File: config.mk
export PLATFORM = sky130hd
export DESIGN_NAME = cpbc_isqrt
export DESIGN_NICKNAME = d
export VERILOG_FILES = /design/src/rtl/core/cpbc_pkg.sv /design/src/rtl/core/cpbc_isqrt.sv
export SDC_FILE = /design/constraint.sdc
export NUM_CORES = 1
export LEC_CHECK = 0
export BUFFER_PORTS_ARGS = -buffer_cell sky130_fd_sc_hd__buf_4
export CAP_MARGIN = 20
export CORE_ASPECT_RATIO = 1.5
export CORE_UTILIZATION = 58
export CTS_CLUSTER_SIZE = 24
export DETAILED_ROUTE_END_ITERATION = 16
export GPL_TIMING_DRIVEN = 0
export PLACE_DENSITY = 0.79
export SYNTH_ARGS = -nofsm -noshare
export SYNTH_HDL_FRONTEND = slang
export SYNTH_SLANG_ARGS = --single-unit
export TNS_END_PERCENT = 5
File: constraint.sdc
create_clock -name clk -period 2.8 [get_ports clk]
set_input_delay 0.14 -clock clk [delete_from_list [all_inputs] [get_ports clk]]
set_output_delay 0.14 -clock clk [all_outputs]
set_load 0.01 [all_outputs]
File: src/rtl/core/cpbc_pkg.sv
// Shared constants, codes and types for the ball closing block.
package cpbc_pkg;

    localparam int MAX_POINTS_DEF      = 2048;
    localparam int MAX_HALF_WINDOW_DEF = 256;
    localparam int SAMPLE_WIDTH_DEF    = 24;

    localparam int CFG_W = 16;
    localparam int RAD_W = 2 * CFG_W;

    localparam logic [CFG_W-1:0] BALL_RADIUS_RST = 16'd512;
    localparam logic [CFG_W-1:0] STEP_LEN_RST    = 16'd102;

    localparam int MIN_POINTS = 5;

    typedef enum logic {
        CFG_BALL_RADIUS = 1'b0,
        CFG_STEP_LEN    = 1'b1
    } cfg_idx_t;

    typedef enum logic {
        EXT_MAX = 1'b0,
        EXT_MIN = 1'b1
    } ext_op_t;

    typedef struct packed {
        logic    en;
        logic    first;
        ext_op_t op;
    } ext_ctrl_t;

endpackage

File: src/rtl/core/cpbc_isqrt.sv
// Iterative integer square root, two radicand bits per cycle.
module cpbc_isqrt
    import cpbc_pkg::*;
(
    input  logic             clk,
    input  logic             rst_n,
    input  logic             start,
    input  logic [RAD_W-1:0] radicand,
    output logic             done,
    output logic [CFG_W-1:0] root
);

    localparam int ITERS = RAD_W / 2;
    localparam int CW    = $clog2(ITERS + 1);

    logic [RAD_W-1:0] x_reg, x_next;
    logic [CFG_W+1:0] rem_reg, rem_next;
    logic [CFG_W-1:0] root_reg, root_next;
    logic [CW-1:0]    cnt_reg, cnt_next;
    logic             busy_reg, busy_next;
    logic             done_reg, done_next;
    logic [CFG_W+1:0] rem_sh;
    logic [CFG_W+1:0] trial;

    always_comb
    begin
        rem_sh    = {rem_reg[CFG_W-1:0], x_reg[RAD_W-1 -: 2]};
        trial     = {root_reg, 2'b01};
        x_next    = x_reg;
        rem_next  = rem_reg;
        root_next = root_reg;
        cnt_next  = cnt_reg;
        busy_next = busy_reg;
        done_next = 1'b0;
        if (start)
        begin
            x_next    = radicand;
            rem_next  = '0;
            root_next = '0;
            cnt_next  = CW'(ITERS);
            busy_next = 1'b1;
        end
        else if (busy_reg)
        begin
            x_next = {x_reg[RAD_W-3:0], 2'b00};
            if (rem_sh >= trial)
            begin
                rem_next  = rem_sh - trial;
                root_next = {root_reg[CFG_W-2:0], 1'b1};
            end
            else
            begin
                rem_next  = rem_sh;
                root_next = {root_reg[CFG_W-2:0], 1'b0};
            end
            cnt_next = cnt_reg - 1'b1;
            if (cnt_reg == CW'(1))
            begin
                busy_next = 1'b0;
                done_next = 1'b1;
            end
        end
    end

    always_ff @(posedge clk or negedge rst_n)
    begin
        if (!rst_n)
        begin
            cnt_reg  <= '0;
            busy_reg <= 1'b0;
            done_reg <= 1'b0;
        end
        else
        begin
            cnt_reg  <= cnt_next;
            busy_reg <= busy_next;
            done_reg <= done_next;
        end
    end

    always_ff @(posedge clk)
    begin
        x_reg    <= x_next;
        rem_reg  <= rem_next;
        root_reg <= root_next;
    end

    assign done = done_reg;
    assign root = root_reg;

endmodule

### Word level (Yosys, flattened, before mapping)

Index checks and enable logic that the tools add are counted.

| cells by class | value |
|---|---|
| reduce and logical (&&, ||, !) cells | 1 |
| add/sub/neg operators | 2 |
| equality and inequality tests | 1 |
| $lt $le $gt $ge | 1 |
| multiplexer cells | 12 |

Operator list:

| kind | count |
|---|---|
| $mux W32 | 2 |
| $ge A18 B18 Y1 | 1 |
| $mux W16 | 1 |
| $sub A16 B16 Y16 | 1 |
| $mux W5 | 2 |
| $mux W1 | 7 |
| $eq A5 B1 Y1 const B | 1 |
| $sub A5 B1 Y5 const B | 1 |
| $reduce_bool A2 Y1 | 1 |

| word-level totals | value |
|---|---|
| output and inout port bits | 17 |
| bits in registers | 71 |
| word-level logic and storage cells | 23 |

### Logic depth before layout (Yosys ltp)

| depth | value |
|---|---|
| depth in word-level cells | 4 |
| mapped depth | 10 |
| depth with buffers taken out | 8 |

### Least setup slack after synthesis

OpenSTA, ideal clock, no wires.

| timing path | value |
|---|---|
| kind | register to register |
| from | reg root_reg[5] (netlist: root[5]) |
| to | reg rem_reg[7] |
| slack | 372 ps |
| setup time | 116 ps |
| data required time | 2684 ps |
| period minus slack after synthesis | 2428 ps |
| cell stages (with the launch flop) | 10 |
| path buffers | 1 |
| arrival | 2312 ps |
| cell sequence | dfxtp_1 -> inv_1 -> ha_1 -> buf_4 -> a21oi_1 -> o21ai_1 -> a2111oi_4 -> a21oi_4 -> or3b_2 -> o211a_1 |

| between the ends | value |
|---|---|
| cells in the longest elaborated chain, start to end | 2 |
| elaborated cells between the ends (all ways) | 3 |

RTL lines:

| what | line | RTL |
|---|---|---|
| start: declaration | cpbc_isqrt.sv:18 | `logic [CFG_W-1:0] root_reg, root_next;` |
| start signal: assignment | cpbc_isqrt.sv:85 | `root_reg <= root_next;` |
| $sub A16 B16 Y16 or $ge A18 B18 Y1 (tied branches) | cpbc_isqrt.sv:48, cpbc_isqrt.sv:46 |  |
| $mux W16 (*) | cpbc_isqrt.sv:46 | `if (rem_sh >= trial)` |
| end signal: assignment | cpbc_isqrt.sv:84 | `rem_reg <= rem_next;` |
| end: declaration | cpbc_isqrt.sv:17 | `logic [CFG_W+1:0] rem_reg, rem_next;` |

Mark *: on every way between the ends. The rest lies on a longest branch, timed or not.
A chain may end at the register's enable or synchronous reset.

### Final worst setup path

| timing path | value |
|---|---|
| from | reg busy_reg |
| to | reg x_reg[31], enable pin |

| between the ends | value |
|---|---|
| cells in the longest elaborated chain, start to end | 1 |

RTL lines:

| what | line | RTL |
|---|---|---|
| start: declaration | cpbc_isqrt.sv:20 | `logic busy_reg, busy_next;` |
| start signal: assignment | cpbc_isqrt.sv:76 | `busy_reg <= busy_next;` |
| $reduce_bool A2 Y1 (no source line) | - |  |
| end signal: assignment | cpbc_isqrt.sv:83 | `x_reg <= x_next;` |
| end: declaration | cpbc_isqrt.sv:16 | `logic [RAD_W-1:0] x_reg, x_next;` |

Every way passes these cells.

==> impl_metrics.csv <==
group,metric,value,unit
logic_synthesis,synth_area_leader_cell,"edfxtp_1",
grt,antenna_found_initial,0,
cells_and_area,largest_reg_flops,32,
grt,grt_pass1_wl,14500,µm
run,cap_violations,0,
sta,max_freq,373,MHz
critical_path,cp_max_fo,32,
floorplanning,die_y,103,µm
sta,setup_viol,0,
floorplanning,core,6530,µm²
floorplanning,boundaryPins,52,
sta,period_share,95.7,%
min_path,hp-class,"in -> reg",
cells_and_area,layout-drive-gt1-share,25.7,%
cells_and_area,register_area,1780,µm²
clock_network,clkTransAtPathRegs,0.07,ns
critical_path,cp_slowest_stage_delay,0.68,ns
detailed_routing,dr_total_vias,3162,
clock_network,htree_levels,3,
power,p_leak,0.00199,µW
logic_synthesis,synth_edf_count,32,
grt,grt_max_degree,33,
logic_synthesis,syn_area_per_cell,10.4,µm²
detailed_routing,wire_per_inst,17.5,µm
power,p_seq_share,31.1,%
power,clkPwrFrac,20.1,%
logic_synthesis,synth.distinct_cells,59,
power,switching_share,38.4,%
cells_and_area,area_delta_synth_final,18.4,%
sta,final.setup.tns,0,ns
sta,skew,0.00783,ns
power,ir_drop,0.000532,V
logic_synthesis,async_flop_share,9.86,%
critical_path,crit_chain,"clkbuf_1, clkbuf_1, buf_1, or2_4",
placed_design,numPortBuffers,51,
sta,slew_headroom,44.8,%
detailed_routing,vias_per_cell,6.05,
critical_path,reg2reg_slack,0.12,ns
detailed_routing,drt_wl_total,9150,µm
detailed_routing,ant_nets,0,
power,p_comb_share,48.8,%
sta,final.setup.worst_slack,0.121,ns
critical_path,critical_path.top_delay_family,"buffers and inverters",
floorplanning,die_w,69.3,µm
critical_path,startpoint_type,"flip-flop",
logic_synthesis,yosysWarnings,0,
sta,layout_min_cycle_time,2.68,ns
clock_network,clock-root-buffer,"clkbuf_8",
min_path,hold_start,"radicand[0]",
clock_network,cts_sinks,71,
detailed_routing,drc,0,
critical_path,crit_buf_inv,3,
logic_synthesis,syn-num-nets,434,
cells_and_area,multiInputGateArea,2000,µm²
critical_path,arrival,2.69,ns
logic_synthesis,netlist_instances,379,
critical_path,crit_path_start,"busy_reg",
cells_and_area,final_common_cell,"buf_4",
cells_and_area,nFillCells,510,
placed_design,place_congestion,0.969,
detailed_routing,drt_iter0_drc,194,
power,power.switching,1760,µW
power,p_int,2820,µW
critical_path,end_kind,"flip-flop",
logic_synthesis,ys_ff_latch,71,
outcome,status,"complete, no violations",
logic_synthesis,synth_ff_type,"edfxtp_1",
critical_path,rr_startpoint,"busy_reg",
placed_design,pre_cts_ws,-0.0149,ns
grt,grt.overflow.total,0,
floorplanning,initial_core_util,60.3,%
floorplanning,num_rows,36,
logic_synthesis,ys_seq_area_share,45.1,%
sta,rsz0062_at_grt,"true",
critical_path,crit_top_cell,"clkbuf_1",
critical_path,worst_path_max_delay_cell,"buf_1",
cells_and_area,diodes,0,
cells_and_area,mostFrequentLayoutCells,"54 x buf_4, 43 x nor2_1, 32 x dfxtp_1, 32 x edfxtp_1, 30 x mux2_2",
sta,drv_slew,0,
floorplanning,die-area,7140,µm²
clock_network,cts_tree,"yes",
clock_network,cts-buffers-inserted,9,
grt,grt_usage,27.1,%
detailed_routing,dr.pass1.iters,5,
clock_network,clock_path_buffers,2,
critical_path,crit_type,"reg -> reg",
logic_synthesis,synth_top_area_share,24.4,%
sta,tightest_slew,0.828,ns
placed_design,dp_hpwl,6470,µm
critical_path,critPathRequiredTime,2.81,ns
clock_network,clkLatencyLatePin,0.36,ns
logic_synthesis,netlist_top_cells_area,"edfxtp_1 24%, dfxtp_1 16%, mux2_2 8.6%, ha_1 6.3%, mux2i_1 4.8%",
cells_and_area,nNetsFinal,497,
grt,grt_pass1_vias,3122,
power,power.density,982,nW/µm²
sta,hold_viol_final,0,
logic_synthesis,netlist_area,3940,µm²
-- cells by family (layout without fill, tap and decap cells) --
family / after synthesis / in the layout / synth area share (%)
mux: 49 / 49 / 13.4
compound gates: 72 / 72 / 13.3
buf+inv: 43 / 111 / 4.63
flops: 71 / 71 / 45.1
fa+ha+maj: 20 / 20 / 6.35
simple gates: 110 / 110 / 14.2
xor+xnor: 14 / 14 / 3.11
-- power groups by stage --
stage,clock network [µW],registers (µW),logic [µW]
after floorplan,0,1410,1700
after detailed placement,0,1440,2150
after global placement,0,1440,2100
after global routing,976,1450,2420
after CTS,937,1420,2160
final,921,1430,2240
-- per-stage QoR --
stage / hold WS (ns) / util (%) / std cells / power, µW / cell area, µm²
after detailed placement: -0.0427 / 67.7 / 506 / 3590 / 4420
after floorplan: -0.156 / - / 379 / 3110 / 3940
after global placement: -0.0453 / 67.7 / 506 / 3540 / 4420
after CTS: 0.0496 / 71.3 / 523 / 4520 / 4650
after global routing: 0.0508 / 71.5 / 523 / 4840 / 4670
final: 0.0714 / 71.5 / 523 / 4590 / 4670
-- cell usage after synthesis, types with 4 or more instances --
library cell,instances
a211oi_1,6
a21oi_1,19
a311oi_1,5
buf_1,4
clkbuf_1,11
dfrtp_1,7
dfxtp_1,32
edfxtp_1,32
ha_1,20
inv_1,22
mux2_2,30
mux2i_1,19
nand2_1,19
nand2b_1,8
nand4_1,7
nor2_1,43
o21a_1,5
o21ai_0,9
xnor2_1,10
xor2_1,4
-- final timing paths --
check	endpoint	depth (start not counted)
worst min-delay path	x_reg[0]	2
worst max register to register	x_reg[31]	4
worst max-delay path	x_reg[31]	4
worst min register to register	rem_reg[4]	2
max in group asynchronous	busy_reg	2
min in group asynchronous	cnt_reg[3]	2
-- timing repair --
| action | CTS | global route |
|---|---|---|
| endpoints found under the setup margin | 32 | 13 |
| hold buffers | 1 | 0 |
| pin swaps | 0 | 1 |
| setup buffers | 0 | 0 |
| gates cloned | 0 | 0 |
| endpoints found under the hold margin | 7 | 0 |
| resized for setup | 1 | 3 |
-- layout make-up --
type / count / share of cell area (%)
repair buffers: 52 / 8.42
well taps: 76 / 2.04
clock inverters: 5 / 1.74
plain buffers: 21 / 2.14
clock buffers: 11 / 3.03
inverters: 22 / 1.77
flip-flops and latches: 71 / 38.1
multi-input cells: 265 / 42.8
-- per-layer routing --
layer / part of all wire, % / GRT usage [%]
met1: 37 / 27.4
met2: 53 / 49.7
met3: 5.0 / 7.14
met4: 4.7 / 16.8
met5: 0 / 0
-- worst register-to-register path, cell delays in order, from the launching register on --
cell	delay, ns
dfrtp_1	0.33
clkbuf_1	0.38
clkbuf_1	0.40
buf_1	0.68
or2_4	0.53
Power figures use the tool's default switching activity.
