## config.mk

```make
export PLATFORM = sky130hd
export DESIGN_NAME = cpbc_extreme
export DESIGN_NICKNAME = d
export VERILOG_FILES = /design/src/rtl/core/cpbc_pkg.sv /design/src/rtl/core/cpbc_extreme.sv
export SDC_FILE = /design/constraint.sdc
export NUM_CORES = 1
export LEC_CHECK = 0
export CORE_MARGIN = 1
export CORE_UTILIZATION = 39
export DETAILED_ROUTE_END_ITERATION = 16
export DONT_BUFFER_PORTS = 1
export SYNTH_ARGS = -nofsm -noshare
export SYNTH_HDL_FRONTEND = slang
export SYNTH_SLANG_ARGS = --single-unit
```

## constraint.sdc

```tcl
create_clock -name clk -period 7.6 [get_ports clk]
set_clock_uncertainty 0.15 [all_clocks]
set_input_delay 1.52 -clock clk [delete_from_list [all_inputs] [get_ports clk]]
set_output_delay 1.52 -clock clk [all_outputs]
set_load 0.02 [all_outputs]
```

## src/rtl/core/cpbc_pkg.sv

```systemverilog
// Shared constants, codes and types for the ball closing block.
package cpbc_pkg;

    localparam int MAX_POINTS_DEF      = 2048;
    localparam int MAX_HALF_WINDOW_DEF = 256;
    localparam int SAMPLE_WIDTH_DEF    = 24;

    localparam int CFG_W = 16;
    localparam int RAD_W = 2 * CFG_W;

    localparam logic [CFG_W-1:0] BALL_RADIUS_RST = 16'd512;
    localparam logic [CFG_W-1:0] STEP_LEN_RST    = 16'd102;

    localparam int MIN_POINTS = 5;

    typedef enum logic {
        CFG_BALL_RADIUS = 1'b0,
        CFG_STEP_LEN    = 1'b1
    } cfg_idx_t;

    typedef enum logic {
        EXT_MAX = 1'b0,
        EXT_MIN = 1'b1
    } ext_op_t;

    typedef struct packed {
        logic    en;
        logic    first;
        ext_op_t op;
    } ext_ctrl_t;

endpackage

```

## src/rtl/core/cpbc_extreme.sv

```systemverilog
// Shared add/subtract and running max/min accumulator for both window passes.
module cpbc_extreme
    import cpbc_pkg::*;
#(
    parameter int DW = SAMPLE_WIDTH_DEF + 1
)
(
    input  logic                 clk,
    input  ext_ctrl_t            ctrl,
    input  logic signed [DW-1:0] base,
    input  logic [CFG_W-1:0]     dome,
    output logic signed [DW-1:0] best
);

    logic signed [DW-1:0] dome_s;
    logic signed [DW-1:0] v;
    logic signed [DW-1:0] best_reg, best_next;
    logic                 better;

    always_comb
    begin
        dome_s = $signed({{(DW-CFG_W){1'b0}}, dome});
        if (ctrl.op == EXT_MAX)
        begin
            v      = base + dome_s;
            better = (v > best_reg);
        end
        else
        begin
            v      = base - dome_s;
            better = (v < best_reg);
        end
        best_next = best_reg;
        if (ctrl.en && (ctrl.first || better))
        begin
            best_next = v;
        end
    end

    always_ff @(posedge clk)
    begin
        best_reg <= best_next;
    end

    assign best = best_reg;

endmodule

```

* Word level (Yosys, flattened, before mapping)
Index checks and enable logic that the tools add are counted.
** Word-level totals
- Logic and storage cells :: 9
- Memory bits (writable) :: 0
- Bits in latches :: 0
- Memory bits (read-only) :: 0
- Register bits :: 25
- Memories :: 0
- Output and inout port bits :: 25
- Input bits :: 45
** Operators by class
- Magnitude comparators :: 2
- Shifts and indexed selects :: 0
- Reductions and logical operators :: 2
- Add/subtract/negate cells :: 2
- Div/mod/pow operators :: 0
- Mux-type cells :: 2
- Bitwise gates (word level) :: 0
- Multiply operators :: 0
- Equality and inequality tests :: 0
** Operators by type and width (number)
- adder 25 x 17 -> 25 bit :: 1
- greater-than comparator 25 bit :: 1
- < comparator 25 bit :: 1
- two-way mux 25 bit :: 1
- subtractor 25 x 17 -> 25 bit :: 1
- logical AND 1 bit :: 1
- logical OR 1 bit :: 1
- two-way mux 1 bit :: 1

* Longest topological paths before layout
Gate-level depths: netlist (run 1).
- Depth in word-level cells :: 5
- Mapped depth :: 20
- Gate-level depth less buffers :: 19

* Worst setup path before layout (run 1)
OpenSTA, ideal clock, no wires.
- Kind :: input-to-reg
- Start :: input base[0]
- End :: register best_reg[0], in the netlist best[0], enable pin
- Buffers on the path :: 0
- Cell stages on the path :: 17
- Required time :: 7.028 ns
- Arrival :: 6.086 ns
- Setup time :: 0.422 ns
- Path slack :: 0.942 ns
- Cell sequence :: inv_1 -> ha_1 -> inv_1 -> fa_1 -> a211oi_1 -> o21ai_0 -> a22oi_1 -> a22oi_1 -> or3b_1 -> xnor2_1 -> ha_1 -> nand4_1 -> nor3_1 -> o21ai_0 -> o41ai_1 -> xnor2_1 -> a31oi_1
** On the way
- Word-level cells in the longest chain between the ends :: 5
- Elaborated cells between the ends (all ways) :: 7
- Classes of those cells :: add/sub: 2; order compare: 2; mux: 1; reduce/logical: 2
** Ends and longest elaborated chain
- start: declaration :: RTL line cpbc_extreme.sv:10 : input logic signed [DW-1:0] base,
- adder 25 x 17 -> 25 bit / subtractor 25 x 17 -> 25 bit (equally long branches) :: RTL line cpbc_extreme.sv:25, cpbc_extreme.sv:30
- greater-than comparator 25 bit / < comparator 25 bit (equally long branches) :: RTL line cpbc_extreme.sv:26, cpbc_extreme.sv:31
- two-way mux 1 bit * :: RTL line cpbc_extreme.sv:23 : if (ctrl.op == EXT_MAX)
- logical OR 1 bit * :: RTL line cpbc_extreme.sv:34 : if (ctrl.en && (ctrl.first || better))
- logical AND 1 bit * :: RTL line cpbc_extreme.sv:34
- end signal: assignment :: RTL line cpbc_extreme.sv:42 : best_reg <= best_next;
- end: declaration :: RTL line cpbc_extreme.sv:17 : logic signed [DW-1:0] best_reg, best_next;
Mark *: on every way between the ends. The rest lies on a longest branch, timed or not.
A chain may end at the register's enable or synchronous reset.

* Worst setup path after layout (run 1)
- Start :: input base[0]
- End :: register best_reg[16], in the netlist best[16], enable pin
The elaborated chain is that of the path after synthesis.

==> metrics.txt, run 1 <==
Commonest cells post-synth 81 x ha_1, 56 x inv_1, 38 x xnor2_1; post-route DRC violation count 0; Synth Cell Area 0.004248 mm^2; clock slew at reported path FFs 0.09 ns; GRT Total Usage 18.24%; final setup fails 0; synth top area cells ha_1 24%, edfxtp_1 18%, xnor2_1 7.8%; RSZ-0062 raised after global routing no; Worst slew margin 32.59%; area leader, netlist ha_1; CTS Hold Bufs 0; crit-path cells inv_1 > ha_1 > inv_1 > fa_1 > a211oi_1 > o21ai_0 > a22oi_1 > a22oi_1 > or3b_1 > xnor2_1 > ha_1 > nand4_1 > nor3_1 > o21ai_0 > o41ai_1 > xnor2_1 > a31oi_2 > buf_4; gpl congestion 0.8687; Max FO, Critical Path 17; largest stage delay on the critical path 0.44 ns; Worst Tran Pin Value 0.9856 ns; Hold Crit Class input pin to register; clk root buf clkbuf_8; Finished Core Util 42.01%; initial core utilization 40.60%; drt initial violations 131; share of layout cells above drive strength 1 8.075%; async set or reset register ratio after synthesis 0%; Gate Count Post-Synth 497; Routed Antenna Nets 0; Critical Path AT 5.93 ns; Core Footprint 0.01046 mm^2; FF-to-FF setup slack 4.50 ns; final worst path period need 6.118 ns; Power, Total 0.6617 mW; most common cell in the synthesized netlist ha_1; die area 0.01131 mm^2; Worst setup startpoint base[0]; row cnt 37; Post-layout nets 612; sequential-to-total area share from yosys stat 17.67%; DR vias 3442; Setup WS post-layout 1.482 ns; vias in the first global route 3470; Worst setup EP type register; CTS HTree Levels 1; Yosys top cell area share 23.86%; initial antenna violation count 0; VDD IR-drop max 0.05588 mV; worst path required time 7.42 ns; reg-to-reg startpoint best[18]$_DFFE_PP_; Num CTS Buffers 3; path type of the worst setup path input pin to register; clock sinks 25; Reg2Reg Capture Point best[16]$_DFFE_PP_; TritonRoute pass-1 iters 4; post_cts resized 0; Post-synth EDFFs 25; maximum clock rate 0.1634 GHz; Slowest cell on crit path or3b_1; DP Wirelength 8612 um; Via-to-Cell Ratio 5.561; CTS tree done; Synth-to-Final Area Change 3.476%; Port Buffers 0; synth warn 0; R2R cell count 11; WL/cell 16.35 um; Total Routed Length 10120 um; Lkg Pwr 1.969 nW; grt ovf 0; synth unique cells 62; status finished clean; io pins 70; clk_lat worst skew 0.27 ns; Final Hold Fails 0; Post-CTS Setup Repair Bufs 0; syn avg cell area 8.547 um^2; post-route setup TNS 0 ns; Max Slew Vio Count 0; maximum buffer depth of the clock tree 2; post-place setup slack 1.232 ns; Syn Nets 625; largest net degree at the start of global routing 34; Die Ht 106.4 um; crit path launch type input pin; register bit count reported by yosys 25; max reg flops 25; die span in x 106.4 um; diode count 0; Most used DFF post-synth edfxtp_1; max_cap viols 0; first-pass GRT wire length 16700 um; crit share post-route 80.50%; CP endpoint best[16]$_DFFE_PP_; pwr dens 150.5 mW/mm^2
worst min path at each step:
stage                          to          startpoint  slack, ns  depth (start not counted)
6_report       best[18]$_DFFE_PP_            base[18]       1.29                          1
5_1_grt        best[19]$_DFFE_PP_            base[19]       1.28                          1
4_1_cts        best[18]$_DFFE_PP_            base[18]       1.28                          1
3_5_place_dp   best[11]$_DFFE_PP_  best[24]$_DFFE_PP_       1.27                          5
3_3_place_gp   best[12]$_DFFE_PP_  best[24]$_DFFE_PP_       1.25                          5
2_1_floorplan   best[0]$_DFFE_PP_  best[24]$_DFFE_PP_       1.41                          5
placed cells by master (no fill, tap or decap), types with 3 or more instances in the layout:
cell / instances
a211oi_1: 8
nand4_1: 7
a2111oi_0: 3
o31ai_1: 4
mux2_2: 15
edfxtp_1: 25
xor2_1: 16
and3_1: 3
nor3_1: 11
o21a_1: 7
o21bai_1: 6
nand2_1: 28
or2_2: 4
nand3_1: 6
a21oi_1: 31
a21o_1: 13
o21ai_0: 24
ha_1: 81
clkbuf_8: 3
nor2_1: 28
xnor2_1: 38
inv_1: 56
nand2b_1: 5
nor2b_1: 9
nor4_1: 3
kinds of logic after synthesis:
logic type               after synthesis  share of synthesized area, %
buffers and inverters                 76                         7.069
AO/OA/AOI/OAI                        123                         20.24
XOR/XNOR                              54                         11.13
adder cells (fa/ha/maj)               83                         24.80
flip-flops                            25                         17.67
multiplexers                          17                         4.448
AND/OR/NAND/NOR                      119                         14.64
per-stage QoR:
step / std cells / hold slack (ns) / instance area (um^2)
2_1_floorplan: 497 / 1.413 / 4248
3_3_place_gp: 615 / 1.249 / 4349
3_5_place_dp: 615 / 1.272 / 4349
4_1_cts: 619 / 1.282 / 4395
5_1_grt: 619 / 1.284 / 4395
6_report: 619 / 1.291 / 4395
layer usage:
layer  GRT usage, %  vias up  wire (um)
met5              0        -          0
met3          2.882        2        594
li1               -     1748          -
met4          2.381        0         48
met2          32.61       80       4784
met1          23.46     1612       4691
worst max-delay path: cells and delay by family:
| family | cells | cell delay, ns |
|---|---|---|
| and+or+nand+nor | 3 | 0.81 |
| AOI/OAI and AO/OA | 7 | 1.99 |
| buffers and inverters | 3 | 0.39 |
| xor gates and xnor gates | 2 | 0.30 |
| adders and majority gates | 3 | 0.93 |
where the power goes:
part / internal, mW / switching (mW)
clock: 0.0367 / 0.0450
combinational: 0.159 / 0.203
sequential: 0.181 / 0.0369
cell type report:
cell class / count / area, um^2
clock buffers: 3 / 41.29
clock inverters: 1 / 5.005
fillers: 1089 / 6067
inverters: 56 / 210.2
multi-input cells: 396 / 3203
flip-flops and latches: 25 / 750.7
well taps: 136 / 170.2
repair buffers: 2 / 15.01
Note: power is estimated with default switching activity, not from simulation.
==> run 2, diff against run 1 <==
Clock period 7.6 ns to 5.9 ns, I/O delays scaled along.
==> run 2 against run 1 <==
Compared with the run above: register-to-register slack got worse by 1.6 ns; non-clock buffer count increased by 14; power increased by 32%; hold slack got worse by 0.34 ns; flip-flop and latch count unchanged; clock power increased by 37%; global-route usage decreased by 0.13 points; die area unchanged; first-iteration DRC count decreased by 3.1%; sequential power increased by 29%; via count increased by 0.96%; wire length decreased by 2.0%.
==> metrics.txt, run 2 (same netlist as run 1, synthesis figures left out) <==
worst path required time 5.74 ns (-1.68 ns); row cnt 37 (unchanged); post-route setup TNS 0 ns (unchanged); initial antenna violation count 0 (unchanged); crit share post-route 94.10%; maximum buffer depth of the clock tree 2 (unchanged); Via-to-Cell Ratio 5.490 (-1.3%); initial core utilization 40.60% (unchanged); CP endpoint best[19]$_DFFE_PP_; Min Hold Slack 0.9477 ns (-0.3432 ns); CTS Hold Bufs 0 (unchanged); post-place setup slack -0.08769 ns (-1.320 ns); placed insts 629 (+2.3%); gpl congestion 0.8321 (-4.2%); DP Wirelength 8604 um (about the same); io pins 70 (unchanged); share of layout cells above drive strength 1 11.27% (+3.2 points); maximum clock rate 0.1801 GHz; Port Buffers 0 (unchanged); post-route DRC violation count 0 (unchanged); Power, Total 0.8753 mW (+32%); drt initial violations 127 (-3.1%); commonest non-fill, non-tap cell in the layout ha_1; R2R cell count 9 (-2); fin cells 633 (+2.3%); reg-to-reg startpoint best[11]$_DFFE_PP_; Worst setup EP type register; RSZ-0062 raised after global routing no; GRT Total Usage 18.11% (-0.13 points); Core Footprint 0.01046 mm^2 (unchanged); Setup WS post-layout 0.3483 ns (-1.133 ns); final setup fails 0 (unchanged); CTS tree done; Max FO, Critical Path 20 (+3); Post-layout nets 626 (+2.3%); vias in the first global route 3500 (+0.86%); Synth-to-Final Area Change 6.716%; clk root buf clkbuf_8; Hold Crit Class input pin to register; Total Routed Length 9911 um (-2.0%); Routed Antenna Nets 0 (unchanged); max_cap viols 0 (unchanged); Critical Path AT 5.39 ns (-0.54 ns); diode count 0 (unchanged); TritonRoute pass-1 iters 4 (unchanged); Num CTS Buffers 3 (unchanged); most frequent cells in the layout 81 x ha_1, 56 x inv_1, 38 x xnor2_1, 31 x a21oi_1; Reg2Reg Capture Point best[19]$_DFFE_PP_; Fillers 1055 (-3.1%); FF-to-FF setup slack 2.87 ns (-1.63 ns); Lkg Pwr 2.042 nW (+3.7%); post_cts resized 0 (unchanged); path type of the worst setup path input pin to register; Post-CTS Setup Repair Bufs 0 (unchanged); final worst path period need 5.552 ns; pwr dens 193.1 mW/mm^2 (+28%); grt ovf 0 (unchanged); Max Slew Vio Count 0 (unchanged); Worst setup startpoint base[0]; largest net degree at the start of global routing 34 (unchanged); clock sinks 25 (unchanged); status finished clean; CTS HTree Levels 1 (unchanged); VDD IR-drop max 0.09631 mV (+72%); die span in x 106.4 um (unchanged); Die Ht 106.4 um (unchanged); die area 0.01131 mm^2 (unchanged); WL/cell 15.66 um (-4.2%); DR vias 3475 (+0.96%); Worst slew margin 58.85% (+26 points); first-pass GRT wire length 16590 um (-0.66%); crit path launch type input pin; clk_lat worst skew 0.28 ns (about the same); Worst Tran Pin Value 0.6122 ns (-0.3734 ns); Final Hold Fails 0 (unchanged); max reg flops 25 (unchanged); clock slew at reported path FFs 0.09 ns (about the same)
==> run 2: power by group <==
part,internal (mW),switching [mW],total [mW],leakage [nW]
clock,0.0496,0.0628,0.112,0.0261
combinational,0.218,0.264,0.482,1.78
sequential,0.233,0.0475,0.281,0.240
total,0.501,0.374,0.875,2.04
==> run 2: layout make-up <==
| class | instances | area [um^2] | share of cell area, % |
|---|---|---|---|
| inverters | 56 | 210.2 | 4.637 |
| clock inverters | 1 | 8.758 | 0.1932 |
| flip-flops and latches | 25 | 750.7 | 16.56 |
| multi-input cells | 396 | 3219 | 71.02 |
| well taps | 136 | 170.2 | 3.754 |
| clock buffers | 3 | 41.29 | 0.9108 |
| repair buffers | 16 | 132.6 | 2.926 |
==> run 2: layer usage <==
layer | vias up | global-route usage (%) | part of all wire, %
met5 | - | 0 | 0
met4 | 0 | 4.861 | 2.0
met3 | 12 | 3.250 | 5.6
met2 | 67 | 30.57 | 46
met1 | 1622 | 23.59 | 46
li1 | 1774 | - | -
==> run 2: worst min-delay path by stage <==
| stage | start | to | slack [ns] | cells after the start |
|---|---|---|---|---|
| final | base[16] | best[16]$_DFFE_PP_ | 0.95 | 1 |
| after global routing | base[23] | best[23]$_DFFE_PP_ | 0.95 | 1 |
| after CTS | base[16] | best[16]$_DFFE_PP_ | 0.94 | 1 |
| after detailed placement | base[16] | best[16]$_DFFE_PP_ | 1.23 | 1 |
| after global placement | base[19] | best[19]$_DFFE_PP_ | 1.23 | 1 |
| after floorplan | base[18] | best[18]$_DFFE_PP_ | 1.23 | 1 |
==> run 2: critical path: stages <==
cell and delay, ns:
inv_1 0.04, ha_1 0.16, inv_1 0.06, fa_1 0.43, a211oi_2 0.29, o21ai_0 0.23, a22oi_2 0.26, a22oi_1 0.17
or3b_1 0.44, xnor2_1 0.15, ha_1 0.34, nand4_1 0.13, nor3_1 0.28, o21ai_0 0.14, o41ai_1 0.48, xnor2_1 0.13
a31oi_2 0.28, buf_12 0.21
==> run 2: through the flow <==
| stage | utilization (%) | instance area, um^2 |
|---|---|---|
| floorplan | - | 4254 |
| global placement | 42.69 | 4467 |
| detailed placement | 42.69 | 4467 |
| CTS | 43.17 | 4517 |
| global route | 43.33 | 4533 |
| finish | 43.33 | 4533 |
==> run 3, diff against run 2 <==
--- a/config.mk
+++ b/config.mk
@@ -6,6 +6,7 @@
 export NUM_CORES = 1
 export LEC_CHECK = 0
+export ABC_AREA = 1
 export CORE_MARGIN = 1
-export CORE_UTILIZATION = 39
+export CORE_UTILIZATION = 46
 export DETAILED_ROUTE_END_ITERATION = 16
 export DONT_BUFFER_PORTS = 1
--- a/constraint.sdc
+++ b/constraint.sdc
@@ -3,3 +3,3 @@
 set_input_delay 1.18 -clock clk [delete_from_list [all_inputs] [get_ports clk]]
 set_output_delay 1.18 -clock clk [all_outputs]
-set_load 0.02 [all_outputs]
+set_load 0.01 [all_outputs]
==> run 3 against run 2 <==
Compared with the run above: first-iteration DRC count increased to 2.7 times the previous value; synthesized cell count rose by 57%; worst setup slack improved by 0.43 ns; power up 1.9%; wire length grew 43%; utilization increased by 5.8 points; critical path type unchanged.
==> metrics.txt, run 3 <==
Max Slew Vio Count 0 (unchanged); synth top area cells ha_1 21%, nand2_1 17%, edfxtp_1 15%; Gate Count Post-Synth 779 (+57%); maximum buffer depth of the clock tree 2 (unchanged); TritonRoute pass-1 iters 5 (+1); Yosys top cell area share 20.52% (-3.3 points); Port Buffers 0 (unchanged); Setup WS post-layout 0.7746 ns (+0.4263 ns); max reg flops 25 (unchanged); post-route DRC violation count 0 (unchanged); path type of the worst setup path input pin to register; Routed Antenna Nets 0 (unchanged); CTS HTree Levels 1 (unchanged); area leader, netlist ha_1; Die Ht 105.6 um (-0.70%); post-route design area 0.005090 mm^2 (+12%); Max FO, Critical Path 17 (-15%); worst path required time 5.72 ns (-0.02 ns); Synth-to-Final Area Change 3.039%; GRT Total Usage 25.94% (+7.8 points); most frequent cells in the layout 219 x nand2_1, 133 x inv_1, 81 x ha_1, 74 x nor2_1, 56 x nand3_1; syn avg cell area 6.341 um^2 (-26%); final worst path period need 5.125 ns (-0.4263 ns); fin cells 909 (+44%); clk_lat worst skew 0.28 ns (about the same); largest net degree at the start of global routing 27 (-21%); Min Hold Slack 0.9275 ns (-0.02021 ns); max_cap viols 0 (unchanged); sequential-to-total area share from yosys stat 15.20% (-2.5 points); pwr dens 175.2 mW/mm^2 (-9.2%); synth unique cells 41 (-34%); Finished Core Util 49.08% (+5.8 points); first-pass GRT wire length 22960 um (+38%); crit share post-route 86.87% (-7.2 points); maximum clock rate 0.1951 GHz (+8.3%); diode count 0 (unchanged); post-place setup slack 0.4693 ns (+0.5570 ns); placed insts 905 (+44%); post-route setup TNS 0 ns (unchanged); initial antenna violation count 0 (unchanged); CTS Hold Bufs 0 (unchanged); gpl congestion 0.9325 (+12%); Via-to-Cell Ratio 5.419 (-1.3%); async set or reset register ratio after synthesis 0% (unchanged); Num CTS Buffers 3 (unchanged); Post-CTS Setup Repair Bufs 0 (unchanged); Worst Tran Pin Value 0.8526 ns (+0.2404 ns); die span in x 105.6 um (-0.70%); DP Wirelength 12400 um (+44%); register bit count reported by yosys 25 (unchanged); final setup fails 0 (unchanged); Synth Cell Area 0.004940 mm^2 (+16%); RSZ-0062 raised after global routing no; Syn Nets 907 (+45%); Most used DFF post-synth edfxtp_1; most common cell in the synthesized netlist nand2_1; WL/cell 15.64 um (-0.12%); commonest non-fill, non-tap cell in the layout nand2_1; Post-layout nets 902 (+44%); grt ovf 0 (unchanged); clock slew at reported path FFs 0.10 ns (about the same); Final Hold Fails 0 (unchanged); share of layout cells above drive strength 1 4.010% (-7.3 points); drt initial violations 341 (+170%); clock sinks 25 (unchanged); Worst slew margin 43.10% (-16 points); Commonest cells post-synth 219 x nand2_1, 133 x inv_1, 81 x ha_1; initial core utilization 47.64% (+7.0 points); Post-synth EDFFs 25 (unchanged); die area 0.01116 mm^2 (-1.4%); Power, Total 0.8920 mW (+1.9%); row cnt 37 (unchanged); DP Area 0.005041 mm^2 (+13%); VDD IR-drop max 0.08885 mV (-7.8%); clk root buf clkbuf_8; Critical Path AT 4.95 ns (-0.44 ns); Total Routed Length 14220 um (+43%); vias in the first global route 4841 (+38%); Lkg Pwr 2.762 nW (+35%); status finished clean; Hold Crit Class input pin to register; post_cts resized 0 (unchanged); Core Footprint 0.01037 mm^2 (-0.89%); crit path launch type input pin; synth warn 0 (unchanged); DR vias 4926 (+42%); Worst setup EP type register; io pins 70 (unchanged); CTS tree done
==> run 3: layout make-up <==
type | instances | area, um^2
Sequential cell | 25 | 750.7
Inverter | 139 | 528.0
Multi-Input combinational cell | 604 | 3585
Fill cell | 1124 | 5280
Timing Repair Buffer | 1 | 7.507
Clock inverter | 1 | 7.507
Tap cell | 136 | 170.2
Clock buffer | 3 | 41.29
==> run 3: report_power, final <==
part           internal [mW]  switching (mW)
Sequential             0.227          0.0244
Combinational          0.184           0.346
Clock                 0.0481          0.0627
Total                  0.459           0.433
==> run 3: logic make-up after synthesis <==
| family | after synthesis | synth area share, % |
|---|---|---|
| and+or+nand+nor | 398 | 34.07 |
| buffers and inverters | 150 | 12.23 |
| AOI/OAI and AO/OA | 93 | 11.25 |
| adders and majority gates | 83 | 21.33 |
| xor gates and xnor gates | 30 | 5.927 |
| DFF | 25 | 15.20 |
==> run 3: worst max-delay path, cell delays in order <==
cell	delay, ns
inv_1	0.04
ha_1	0.14
inv_1	0.07
fa_1	0.42
nand3_1	0.11
nand2_1	0.10
nand3_1	0.08
nand2_1	0.12
nand3_1	0.16
nand2_1	0.14
nor2_1	0.12
nand2_1	0.08
and2_1	0.16
ha_1	0.35
nand2_1	0.07
inv_1	0.08
nand2_1	0.07
nor2_1	0.25
nand2_1	0.10
nand3_1	0.13
nor2_1	0.07
nand3_1	0.07
nand3_1	0.08
nand3_1	0.08
nand2_1	0.06
inv_1	0.25
buf_4	0.34
==> run 3: final timing paths <==
check                                     endpoint  slack (ns)                from  cells past startpoint
worst min-delay path            best[10]$_DFFE_PP_        0.93             ctrl[0]                      2
worst max register to register  best[17]$_DFFE_PP_        2.91  best[24]$_DFFE_PP_                     15
worst min register to register  best[12]$_DFFE_PP_        1.28  best[24]$_DFFE_PP_                      7
worst max-delay path            best[17]$_DFFE_PP_        0.77             base[0]                     27
==> run 3: routing by layer <==
metal | wire [um] | up-vias | track usage [%]
met2 | 6211 | 205 | 42.72
met5 | 0 | - | 0
met1 | 6594 | 2228 | 36.10
met4 | 356 | 0 | 8.333
li1 | - | 2470 | -
met3 | 1052 | 23 | 1.670
